===== src/design/srd_pkg.sv =====
package srd_pkg;

    // Output fields are fixed at 11 bits for positions and lengths.
    localparam int FIELD_W = 11;

    localparam logic [7:0] ALPHA_OPAQUE = 8'hFF;
    localparam logic [7:0] ALPHA_CLEAR  = 8'h00;

    typedef struct packed {
        logic [FIELD_W-1:0] start_pixel;
        logic [FIELD_W-1:0] run_length;
        logic [7:0]         blue;
        logic [7:0]         green;
        logic [7:0]         red;
        logic [7:0]         alpha;
        logic               frame_done;
    } result_t;

    // Up to two results per parsed byte: a run or pixel, then the frame fill.
    typedef struct packed {
        logic [1:0] count;
        result_t    first;
        result_t    second;
    } push_t;

endpackage


===== src/design/srd_ifs.sv =====
interface srd_byte_if;
    logic       valid;
    logic       ready;
    logic [7:0] data_byte;
    logic       last_byte;

    modport source (output valid, output data_byte, output last_byte, input ready);
    modport sink (input valid, input data_byte, input last_byte, output ready);
endinterface

interface srd_pixel_if;
    logic        valid;
    logic        ready;
    logic [10:0] start_pixel;
    logic [10:0] run_length;
    logic [7:0]  blue;
    logic [7:0]  green;
    logic [7:0]  red;
    logic [7:0]  alpha;
    logic        frame_done;

    modport source (output valid, output start_pixel, output run_length, output blue,
                    output green, output red, output alpha, output frame_done,
                    input ready);
    modport sink (input valid, input start_pixel, input run_length, input blue,
                  input green, input red, input alpha, input frame_done,
                  output ready);
endinterface

interface srd_cfg_if;
    logic valid;
    logic ready;
    logic has_alpha;

    modport source (output valid, output has_alpha, input ready);
    modport sink (input valid, input has_alpha, output ready);
endinterface


===== src/design/srd_parser.sv =====
module srd_parser #(
    parameter int FRAME_PIXELS = 1024
) (
    input  logic          clk,
    input  logic          rst_n,
    input  logic          has_alpha,
    srd_byte_if.sink      stream,
    input  logic          room_ok,
    output srd_pkg::push_t push
);
    import srd_pkg::*;

    localparam int POS_W = $clog2(FRAME_PIXELS + 1);
    localparam int CNT_W = 16;
    localparam logic [POS_W-1:0] FRAME_POS = POS_W'(FRAME_PIXELS);

    localparam logic [2:0] PH_TLO = 3'd0;
    localparam logic [2:0] PH_THI = 3'd1;
    localparam logic [2:0] PH_CLO = 3'd2;
    localparam logic [2:0] PH_CHI = 3'd3;
    localparam logic [2:0] PH_RED = 3'd4;
    localparam logic [2:0] PH_GRN = 3'd5;
    localparam logic [2:0] PH_BLU = 3'd6;
    localparam logic [2:0] PH_ALP = 3'd7;

    // input word register
    logic       in_valid_reg, in_valid_next;
    logic [7:0] data_reg;
    logic       last_reg;
    logic       take;

    logic [2:0]       phase_reg, phase_next;
    logic [7:0]       count_low_reg, count_low_next;
    logic [CNT_W-1:0] colored_left_reg, colored_left_next;
    logic [7:0]       red_reg, red_next;
    logic [7:0]       green_reg, green_next;
    logic [7:0]       blue_reg, blue_next;
    logic [POS_W-1:0] wp_reg, wp_next;

    result_t main_r, fill_r;
    logic    main_v, fill_v;

    assign take         = in_valid_reg && room_ok;
    assign stream.ready = !in_valid_reg || take;
    assign in_valid_next = stream.ready ? stream.valid : in_valid_reg;

    always_comb
    begin
        logic [CNT_W-1:0] cnt;
        logic [CNT_W-1:0] left_dec;
        logic [CNT_W-1:0] room16;
        logic [CNT_W-1:0] len16;
        logic [POS_W-1:0] room;
        logic [7:0]       px_blue;
        logic [7:0]       px_alpha;
        logic             emit;

        phase_next        = phase_reg;
        count_low_next    = count_low_reg;
        colored_left_next = colored_left_reg;
        red_next          = red_reg;
        green_next        = green_reg;
        blue_next         = blue_reg;
        wp_next           = wp_reg;
        main_v            = 1'b0;
        main_r            = '0;
        fill_v            = 1'b0;
        fill_r            = '0;
        emit              = 1'b0;
        px_blue           = data_reg;
        px_alpha          = ALPHA_OPAQUE;
        cnt               = {data_reg, count_low_reg};
        left_dec          = colored_left_reg - CNT_W'(1);
        room              = FRAME_POS - wp_reg;
        room16            = CNT_W'(room);
        len16             = (cnt < room16) ? cnt : room16;

        if (take)
        begin
            // bytes after a full frame are dropped until the last one
            if (wp_reg != FRAME_POS)
            begin
                case (phase_reg)
                    PH_TLO:
                    begin
                        count_low_next = data_reg;
                        phase_next     = PH_THI;
                    end
                    PH_THI:
                    begin
                        if (len16 != '0)
                        begin
                            main_v             = 1'b1;
                            main_r.start_pixel = FIELD_W'(wp_reg);
                            main_r.run_length  = FIELD_W'(len16);
                            main_r.alpha       = ALPHA_CLEAR;
                            wp_next            = wp_reg + POS_W'(len16);
                        end
                        phase_next = PH_CLO;
                    end
                    PH_CLO:
                    begin
                        count_low_next = data_reg;
                        phase_next     = PH_CHI;
                    end
                    PH_CHI:
                    begin
                        colored_left_next = cnt;
                        phase_next        = (cnt != '0) ? PH_RED : PH_TLO;
                    end
                    PH_RED:
                    begin
                        red_next   = data_reg;
                        phase_next = PH_GRN;
                    end
                    PH_GRN:
                    begin
                        green_next = data_reg;
                        phase_next = PH_BLU;
                    end
                    PH_BLU:
                    begin
                        blue_next = data_reg;
                        if (has_alpha)
                            phase_next = PH_ALP;
                        else
                            emit = 1'b1;
                    end
                    default:
                    begin
                        px_blue  = blue_reg;
                        px_alpha = data_reg;
                        emit     = 1'b1;
                    end
                endcase
            end

            if (emit)
            begin
                main_v             = 1'b1;
                main_r.start_pixel = FIELD_W'(wp_reg);
                main_r.run_length  = FIELD_W'(1);
                main_r.blue        = px_blue;
                main_r.green       = green_reg;
                main_r.red         = red_reg;
                main_r.alpha       = px_alpha;
                wp_next            = wp_reg + POS_W'(1);
                colored_left_next  = left_dec;
                phase_next         = (left_dec != '0) ? PH_RED : PH_TLO;
            end

            // last byte: fill the remainder and start a fresh sprite
            if (last_reg)
            begin
                fill_v             = 1'b1;
                fill_r.start_pixel = FIELD_W'(wp_next);
                fill_r.run_length  = FIELD_W'(FRAME_POS - wp_next);
                fill_r.alpha       = ALPHA_CLEAR;
                fill_r.frame_done  = 1'b1;
                phase_next         = PH_TLO;
                count_low_next     = '0;
                colored_left_next  = '0;
                red_next           = '0;
                green_next         = '0;
                blue_next          = '0;
                wp_next            = '0;
            end
        end
    end

    assign push.count  = {1'b0, main_v} + {1'b0, fill_v};
    assign push.first  = main_v ? main_r : fill_r;
    assign push.second = fill_r;

    always_ff @(posedge clk or negedge rst_n)
    begin
        if (!rst_n)
        begin
            in_valid_reg     <= 1'b0;
            phase_reg        <= PH_TLO;
            count_low_reg    <= '0;
            colored_left_reg <= '0;
            red_reg          <= '0;
            green_reg        <= '0;
            blue_reg         <= '0;
            wp_reg           <= '0;
        end
        else
        begin
            in_valid_reg     <= in_valid_next;
            phase_reg        <= phase_next;
            count_low_reg    <= count_low_next;
            colored_left_reg <= colored_left_next;
            red_reg          <= red_next;
            green_reg        <= green_next;
            blue_reg         <= blue_next;
            wp_reg           <= wp_next;
        end
    end

    always_ff @(posedge clk)
    begin
        if (stream.ready)
        begin
            data_reg <= stream.data_byte;
            last_reg <= stream.last_byte;
        end
    end

endmodule


===== src/design/srd_out_queue.sv =====
module srd_out_queue (
    input  logic           clk,
    input  logic           rst_n,
    input  srd_pkg::push_t push,
    output logic           room_ok,
    srd_pixel_if.source    pixels
);
    import srd_pkg::*;

    localparam int DEPTH = 4;
    localparam int PTR_W = $clog2(DEPTH);
    localparam int CNT_W = $clog2(DEPTH + 1);

    result_t          slot_reg [DEPTH];
    logic [PTR_W-1:0] wr_reg, wr_next;
    logic [PTR_W-1:0] rd_reg, rd_next;
    logic [CNT_W-1:0] cnt_reg, cnt_next;
    logic             pop;
    result_t          head;

    assign head    = slot_reg[rd_reg];
    assign pop     = pixels.valid && pixels.ready;
    // room for a two-result burst
    assign room_ok = cnt_reg <= CNT_W'(DEPTH - 2);

    assign wr_next  = wr_reg + PTR_W'(push.count);
    assign rd_next  = rd_reg + PTR_W'(pop);
    assign cnt_next = cnt_reg + CNT_W'(push.count) - CNT_W'(pop);

    assign pixels.valid       = cnt_reg != '0;
    assign pixels.start_pixel = head.start_pixel;
    assign pixels.run_length  = head.run_length;
    assign pixels.blue        = head.blue;
    assign pixels.green       = head.green;
    assign pixels.red         = head.red;
    assign pixels.alpha       = head.alpha;
    assign pixels.frame_done  = head.frame_done;

    always_ff @(posedge clk or negedge rst_n)
    begin
        if (!rst_n)
        begin
            wr_reg  <= '0;
            rd_reg  <= '0;
            cnt_reg <= '0;
        end
        else
        begin
            wr_reg  <= wr_next;
            rd_reg  <= rd_next;
            cnt_reg <= cnt_next;
        end
    end

    always_ff @(posedge clk)
    begin
        if (push.count != 2'd0)
            slot_reg[wr_reg] <= push.first;
        if (push.count == 2'd2)
            slot_reg[wr_reg + PTR_W'(1)] <= push.second;
    end

endmodule


===== src/design/sprite_rle_to_bgra_decoder.sv =====
// Run-length sprite decoder, BGRA pixel writes out.
//
// stream : compressed sprite bytes (data_byte, last_byte), valid/ready.
// pixels : one word per write: start_pixel, run_length, BGRA, frame_done.
//          Transparent runs carry all-zero color; colored pixels are
//          single-pixel writes. The final word of a sprite fills the rest
//          of the frame (run_length 0 if already full) with frame_done set.
// cfg    : has_alpha; ready is always high. Write only while idle.
//
// Throughput: one byte per cycle while the queue has room. A byte lands in
// the input register, is parsed from there, and its results enter a 4-word
// output queue. The parse step waits while the queue holds more than two
// words, since the last byte can produce two words (a pixel or run plus
// the fill); those two words leave one per cycle while pixels.ready is high.
// Receiver stalls back up into the queue and then into stream.ready;
// nothing is dropped.
// Reset clears the parse state, write position, has_alpha and the queue.
module sprite_rle_to_bgra_decoder #(
    parameter int FRAME_PIXELS = 1024
) (
    input  logic        clk,
    input  logic        rst_n,
    srd_byte_if.sink    stream,
    srd_pixel_if.source pixels,
    srd_cfg_if.sink     cfg
);
    import srd_pkg::*;

    logic  has_alpha_reg;
    logic  room_ok;
    push_t push;

    assign cfg.ready = 1'b1;

    always_ff @(posedge clk or negedge rst_n)
    begin
        if (!rst_n)
            has_alpha_reg <= 1'b0;
        else if (cfg.valid)
            has_alpha_reg <= cfg.has_alpha;
    end

    // byte register, parse state, result generation
    srd_parser #(
        .FRAME_PIXELS(FRAME_PIXELS)
    ) u_parser (
        .clk      (clk),
        .rst_n    (rst_n),
        .has_alpha(has_alpha_reg),
        .stream   (stream),
        .room_ok  (room_ok),
        .push     (push)
    );

    // result words waiting for the receiver
    srd_out_queue u_queue (
        .clk    (clk),
        .rst_n  (rst_n),
        .push   (push),
        .room_ok(room_ok),
        .pixels (pixels)
    );

endmodule


===== src/flat_wrapper.sv =====
// flat-port wrapper written by rule: the top's interface ports become plain ports
module sprite_rle_to_bgra_decoder_flat import srd_pkg::*;
#(
    parameter int FRAME_PIXELS = 1024
)
  (clk, rst_n, stream_valid, stream_data_byte, stream_last_byte, stream_ready, pixels_valid, pixels_start_pixel, pixels_run_length, pixels_blue, pixels_green, pixels_red, pixels_alpha, pixels_frame_done, pixels_ready, cfg_valid, cfg_has_alpha, cfg_ready);
  srd_byte_if stream_i ();
  srd_pixel_if pixels_i ();
  srd_cfg_if cfg_i ();
  input  logic clk;
  input  logic rst_n;
  input wire logic [$bits(stream_i.valid)-1:0] stream_valid;
  input wire logic [$bits(stream_i.data_byte)-1:0] stream_data_byte;
  input wire logic [$bits(stream_i.last_byte)-1:0] stream_last_byte;
  output wire logic [$bits(stream_i.ready)-1:0] stream_ready;
  output wire logic [$bits(pixels_i.valid)-1:0] pixels_valid;
  output wire logic [$bits(pixels_i.start_pixel)-1:0] pixels_start_pixel;
  output wire logic [$bits(pixels_i.run_length)-1:0] pixels_run_length;
  output wire logic [$bits(pixels_i.blue)-1:0] pixels_blue;
  output wire logic [$bits(pixels_i.green)-1:0] pixels_green;
  output wire logic [$bits(pixels_i.red)-1:0] pixels_red;
  output wire logic [$bits(pixels_i.alpha)-1:0] pixels_alpha;
  output wire logic [$bits(pixels_i.frame_done)-1:0] pixels_frame_done;
  input wire logic [$bits(pixels_i.ready)-1:0] pixels_ready;
  input wire logic [$bits(cfg_i.valid)-1:0] cfg_valid;
  input wire logic [$bits(cfg_i.has_alpha)-1:0] cfg_has_alpha;
  output wire logic [$bits(cfg_i.ready)-1:0] cfg_ready;
  assign stream_i.valid = stream_valid;
  assign stream_i.data_byte = stream_data_byte;
  assign stream_i.last_byte = stream_last_byte;
  assign stream_ready = stream_i.ready;
  assign pixels_valid = pixels_i.valid;
  assign pixels_start_pixel = pixels_i.start_pixel;
  assign pixels_run_length = pixels_i.run_length;
  assign pixels_blue = pixels_i.blue;
  assign pixels_green = pixels_i.green;
  assign pixels_red = pixels_i.red;
  assign pixels_alpha = pixels_i.alpha;
  assign pixels_frame_done = pixels_i.frame_done;
  assign pixels_i.ready = pixels_ready;
  assign cfg_i.valid = cfg_valid;
  assign cfg_i.has_alpha = cfg_has_alpha;
  assign cfg_ready = cfg_i.ready;
  sprite_rle_to_bgra_decoder #(.FRAME_PIXELS(FRAME_PIXELS)) u_core (.clk(clk), .rst_n(rst_n), .stream(stream_i), .pixels(pixels_i), .cfg(cfg_i));
endmodule

===== config.mk =====
export PLATFORM = sky130hd
export DESIGN_NAME = sprite_rle_to_bgra_decoder_flat
export DESIGN_NICKNAME = d
export VERILOG_FILES = /design/src/design/srd_pkg.sv /design/src/design/srd_ifs.sv /design/src/design/srd_parser.sv /design/src/design/srd_out_queue.sv /design/src/design/sprite_rle_to_bgra_decoder.sv /design/src/flat_wrapper.sv
export SDC_FILE = /design/constraint.sdc
export NUM_CORES = 1
export LEC_CHECK = 0
export BUFFER_PORTS_ARGS = -buffer_cell sky130_fd_sc_hd__buf_2
export CAP_MARGIN = 40
export CORE_MARGIN = 1.5
export CORE_UTILIZATION = 45
export DETAILED_ROUTE_END_ITERATION = 8
export PLACE_DENSITY = 0.7
export SYNTH_ARGS = -nofsm -noshare
export SYNTH_HDL_FRONTEND = slang
export SYNTH_HIERARCHICAL = 1
export SYNTH_SLANG_ARGS = --single-unit

===== constraint.sdc =====
create_clock -name clk -period 10.9 [get_ports clk]
set_input_delay 2.18 -clock clk [delete_from_list [all_inputs] [get_ports clk]]
set_output_delay 2.18 -clock clk [all_outputs]
set_load 0.005 [all_outputs]

==> impl_metrics.toml <==
[cells_and_area]
area_delta_synth_final_pct = 9.968
nNetsFinal = 1421
drive_gt1_share_pct = 35.31
antenna_cells = 0
fillers = 3240
regArea_um2 = 8661
largest_reg_flops = 220
multi_input_area_um2 = 8009

[place]
gp_congestion = 0.9247
post-place-ws_ps = 3899
port_buffers = 71
hpwlAfterDp_mm = 26.57

[global_routing]
track_usage_pct = 20.76
grt_pass1_vias = 10900
antenna_found_initial = 0
grt_pass1_wl_mm = 63.70
grt_max_degree = 57
overflow = 0

[clocking]
cts_buffers = 31
clock_latency_ps = 580
cts.repair.resized = 0
htree_levels = 1
clk_pin_slew_ps = 60
postCtsSetupBuffers = 0
cts_tree = "done"
cts-root-buf = "clkbuf_16"
cts_sinks = 300
cts_hold_buf = 0
clockBufferDepth = 3

[routing]
route.detailed.drc = 0
firstDrtPassIters = 5
detail_route.wl_per_cell_um = 21.20
antenna_left = 0
vias = 10930
drt_iter0_markers = 1105
via_per_inst = 5.723
wl_mm = 40.49

[critical_path]
path_class = "reg -> reg"
path_cells = "inv_1 > ha_1 > or4b_4 > nor4_4 > xor2_2 > inv_1 > ha_1 > a21oi_1 > nor3b_1 > o21ai_0 > buf_4 > nand4_2 > and2_1 > a21oi_1 > buf_4 > inv_1 > ha_1 > and4bb_2 > buf_4 > a311o_2 > buf_4"
crit_path_max_fanout = 56
slowest_delay_ps = 690
crit_path_top_delay_cell = "buf_4"
r2r_cells = 21
cp_common_cell = "buf_4"
critPathBufInv = 7
r2r_slack_ps = 3860
crit-reg2reg-launch = "u_core/u_parser/wp_reg[0]"
cp_top_family = "buffers and inverters"
r2r-end = "u_core/u_queue/slot_reg[2][37]"
critical_path.startpoint_type = "flop"
cp_data_required_time_ps = 11080
worstSetupEndpointType = "flop"
crit_arrival_ps = 7220

[floorplan]
die_y_um = 199.6
dieArea_um2 = 39820
design.core.area_um2 = 37840
die_x_um = 199.6
ioPinCount = 73
initial_core_util_pct = 45.94
row_count = 71

[timing]
setup_violations = 0
min_period_ps = 7039
rsz0062_at_grt = "no"
finalSetupTns_ps = 0
slew_violations = 0
tightest_slew_ps = 945.3
fin_crit_sh_pct = 64.57
hold_viol = 0
whs_ps = 474.3
worst_slack_ps = 3861
max-slew-margin-rel_pct = 36.75
worst_clock_skew_ps = 26.19
fmax_ghz = 0.1421

[synthesis]
synthCells = 1323
ys_seq_elements = 300
netlist_area_um2 = 17380
synthMuxAreaShare_pct = 24.85
synth-simple-area-share_pct = 9.860
ys_seq_area_share_pct = 49.78
synth_edf_count = 229
yosysUniqueCellTypes = 76
synthFlopType = "edfxtp_1"
synth_top_family_by_area = "multiplexers"
async_reset_ff_share_pct = 23.67
synth.avg_cell_area_um2 = 13.14
synth_compound_area_share_pct = 6.096
synth_xor_area_share_pct = 1.958
ys_warn_count = 6
synth-adder-area-share_pct = 2.390

[outcome]
status = "finished, final reports clean"

[power]
p_leak_nw = 7.345
ir_drop_mv = 0.1651
power_density_nw_per_um2 = 267.9
finalPower_mw = 5.122

[hold_path]
holdCritPathClass = "reg -> reg"
min-delay-start = "u_core/u_parser/green_reg[1]"
hold_end = "u_core/u_parser/green_reg[1]"
hold_path_depth = 2

[run]
maxCapViolCount = 0
## worst max-delay path by stage
stage / from / endpoint / slack, ps / cells after the start
6_report: u_core/u_parser/wp_reg[0] / u_core/u_queue/slot_reg[2][37] / 3860 / 21
3_5_place_dp: u_core/u_parser/wp_reg[0] / u_core/u_queue/slot_reg[2][37] / 3900 / 21
3_3_place_gp: u_core/u_parser/wp_reg[0] / u_core/u_queue/slot_reg[2][37] / 4080 / 21
2_1_floorplan: u_core/u_parser/wp_reg[0] / u_core/u_queue/slot_reg[0][0] / 50 / 19
5_1_grt: u_core/u_parser/wp_reg[0] / u_core/u_queue/slot_reg[2][37] / 3400 / 21
4_1_cts: u_core/u_parser/wp_reg[0] / u_core/u_queue/slot_reg[2][37] / 3860 / 21
## power breakdown
| group | switching [mW] | internal [mW] | total (mW) |
|---|---|---|---|
| sequential | 0.245 | 1.58 | 1.83 |
| combinational | 1.25 | 1.01 | 2.27 |
| clock | 0.446 | 0.583 | 1.03 |
| total | 1.95 | 3.18 | 5.12 |
## per-layer routing
layer	wire [µm]	vias to the layer above	track usage, %
met5	0	-	0
met1	18170	5530	29.00
li1	-	5019	-
met4	777	0	5.013
met3	1948	69	2.228
met2	19600	313	34.70
## cell families (layout without fill, tap and decap cells)
| family | after synthesis | in the layout |
|---|---|---|
| AO/OA/AOI/OAI | 166 | 166 |
| XOR/XNOR | 38 | 38 |
| adder cells (fa/ha/maj) | 32 | 32 |
| buffers and inverters | 143 | 188 |
| flip-flops | 300 | 300 |
| multiplexers | 312 | 312 |
| other | 2 | 33 |
| AND/OR/NAND/NOR | 330 | 330 |
## placed cells by master (no fill, tap or decap), types with 5 or more instances in the layout
master and instances:
edfxtp_1 229, mux2_2 202, nand2_1 87, nor2_1 84, o21ai_0 73, buf_2 71, dfrtp_1 69, mux4_2 55
mux2_4 51, a21oi_1 43, conb_1 33, clkbuf_16 32, inv_1 30, ha_1 30, xnor2_1 27, nor3_1 27
nand3_1 26, buf_4 21, and2_1 21, nand2b_1 14, xor2_1 10, clkbuf_1 9, nor3b_1 9, nor4_1 9
nor2b_1 9, o31ai_1 7, o21ai_1 6, buf_16 5, a31oi_1 5, or3_1 5
## metrics by stage
stage	util, %	cell area, µm²	instances
2_1_floorplan	-	17500	1354
3_3_place_gp	47.30	17900	1839
3_5_place_dp	47.91	18130	1852
4_1_cts	50.52	19120	1910
5_1_grt	50.52	19120	1910
6_report	50.52	19120	1910
## worst min-delay path, delay by kind of cell, from the launching register on
family	cells	cell delay, ps
AO/OA/AOI/OAI	1	60
flip-flops	1	330
AND/OR/NAND/NOR	1	50
## final cells by class
cell class,instances,area share (%)
clock buffers,44,4.581
flip-flops and latches,300,45.30
clock inverters,14,0.5694
multi-input cells,911,41.89
inverters,30,0.5890
repair buffers,100,3.718
well taps,511,3.344
## synthesized netlist by cell type, types with 6 or more instances
library cell | n | share of area [%]
clkbuf_1 | 32 | 0.69
o21ai_0 | 73 | 2.1
nor2_1 | 85 | 1.8
nor3b_1 | 9 | 0.39
o31ai_1 | 7 | 0.30
mux2_2 | 202 | 13
nor4_1 | 9 | 0.32
nor2b_1 | 10 | 0.36
buf_2 | 15 | 0.43
nand2b_1 | 14 | 0.50
nand2_1 | 87 | 1.9
xnor2_1 | 27 | 1.4
mux2_4 | 51 | 4.4
buf_4 | 41 | 1.8
nand3_1 | 26 | 0.75
o21ai_1 | 6 | 0.17
nor3_1 | 27 | 0.78
inv_1 | 30 | 0.65
ha_1 | 30 | 2.2
mux4_2 | 55 | 7.1
edfxtp_1 | 229 | 40
xor2_1 | 10 | 0.50
buf_6 | 22 | 1.4
dfrtp_1 | 71 | 10
and2_1 | 21 | 0.76
a21oi_1 | 43 | 1.2
Power figures use the tool's default switching activity.
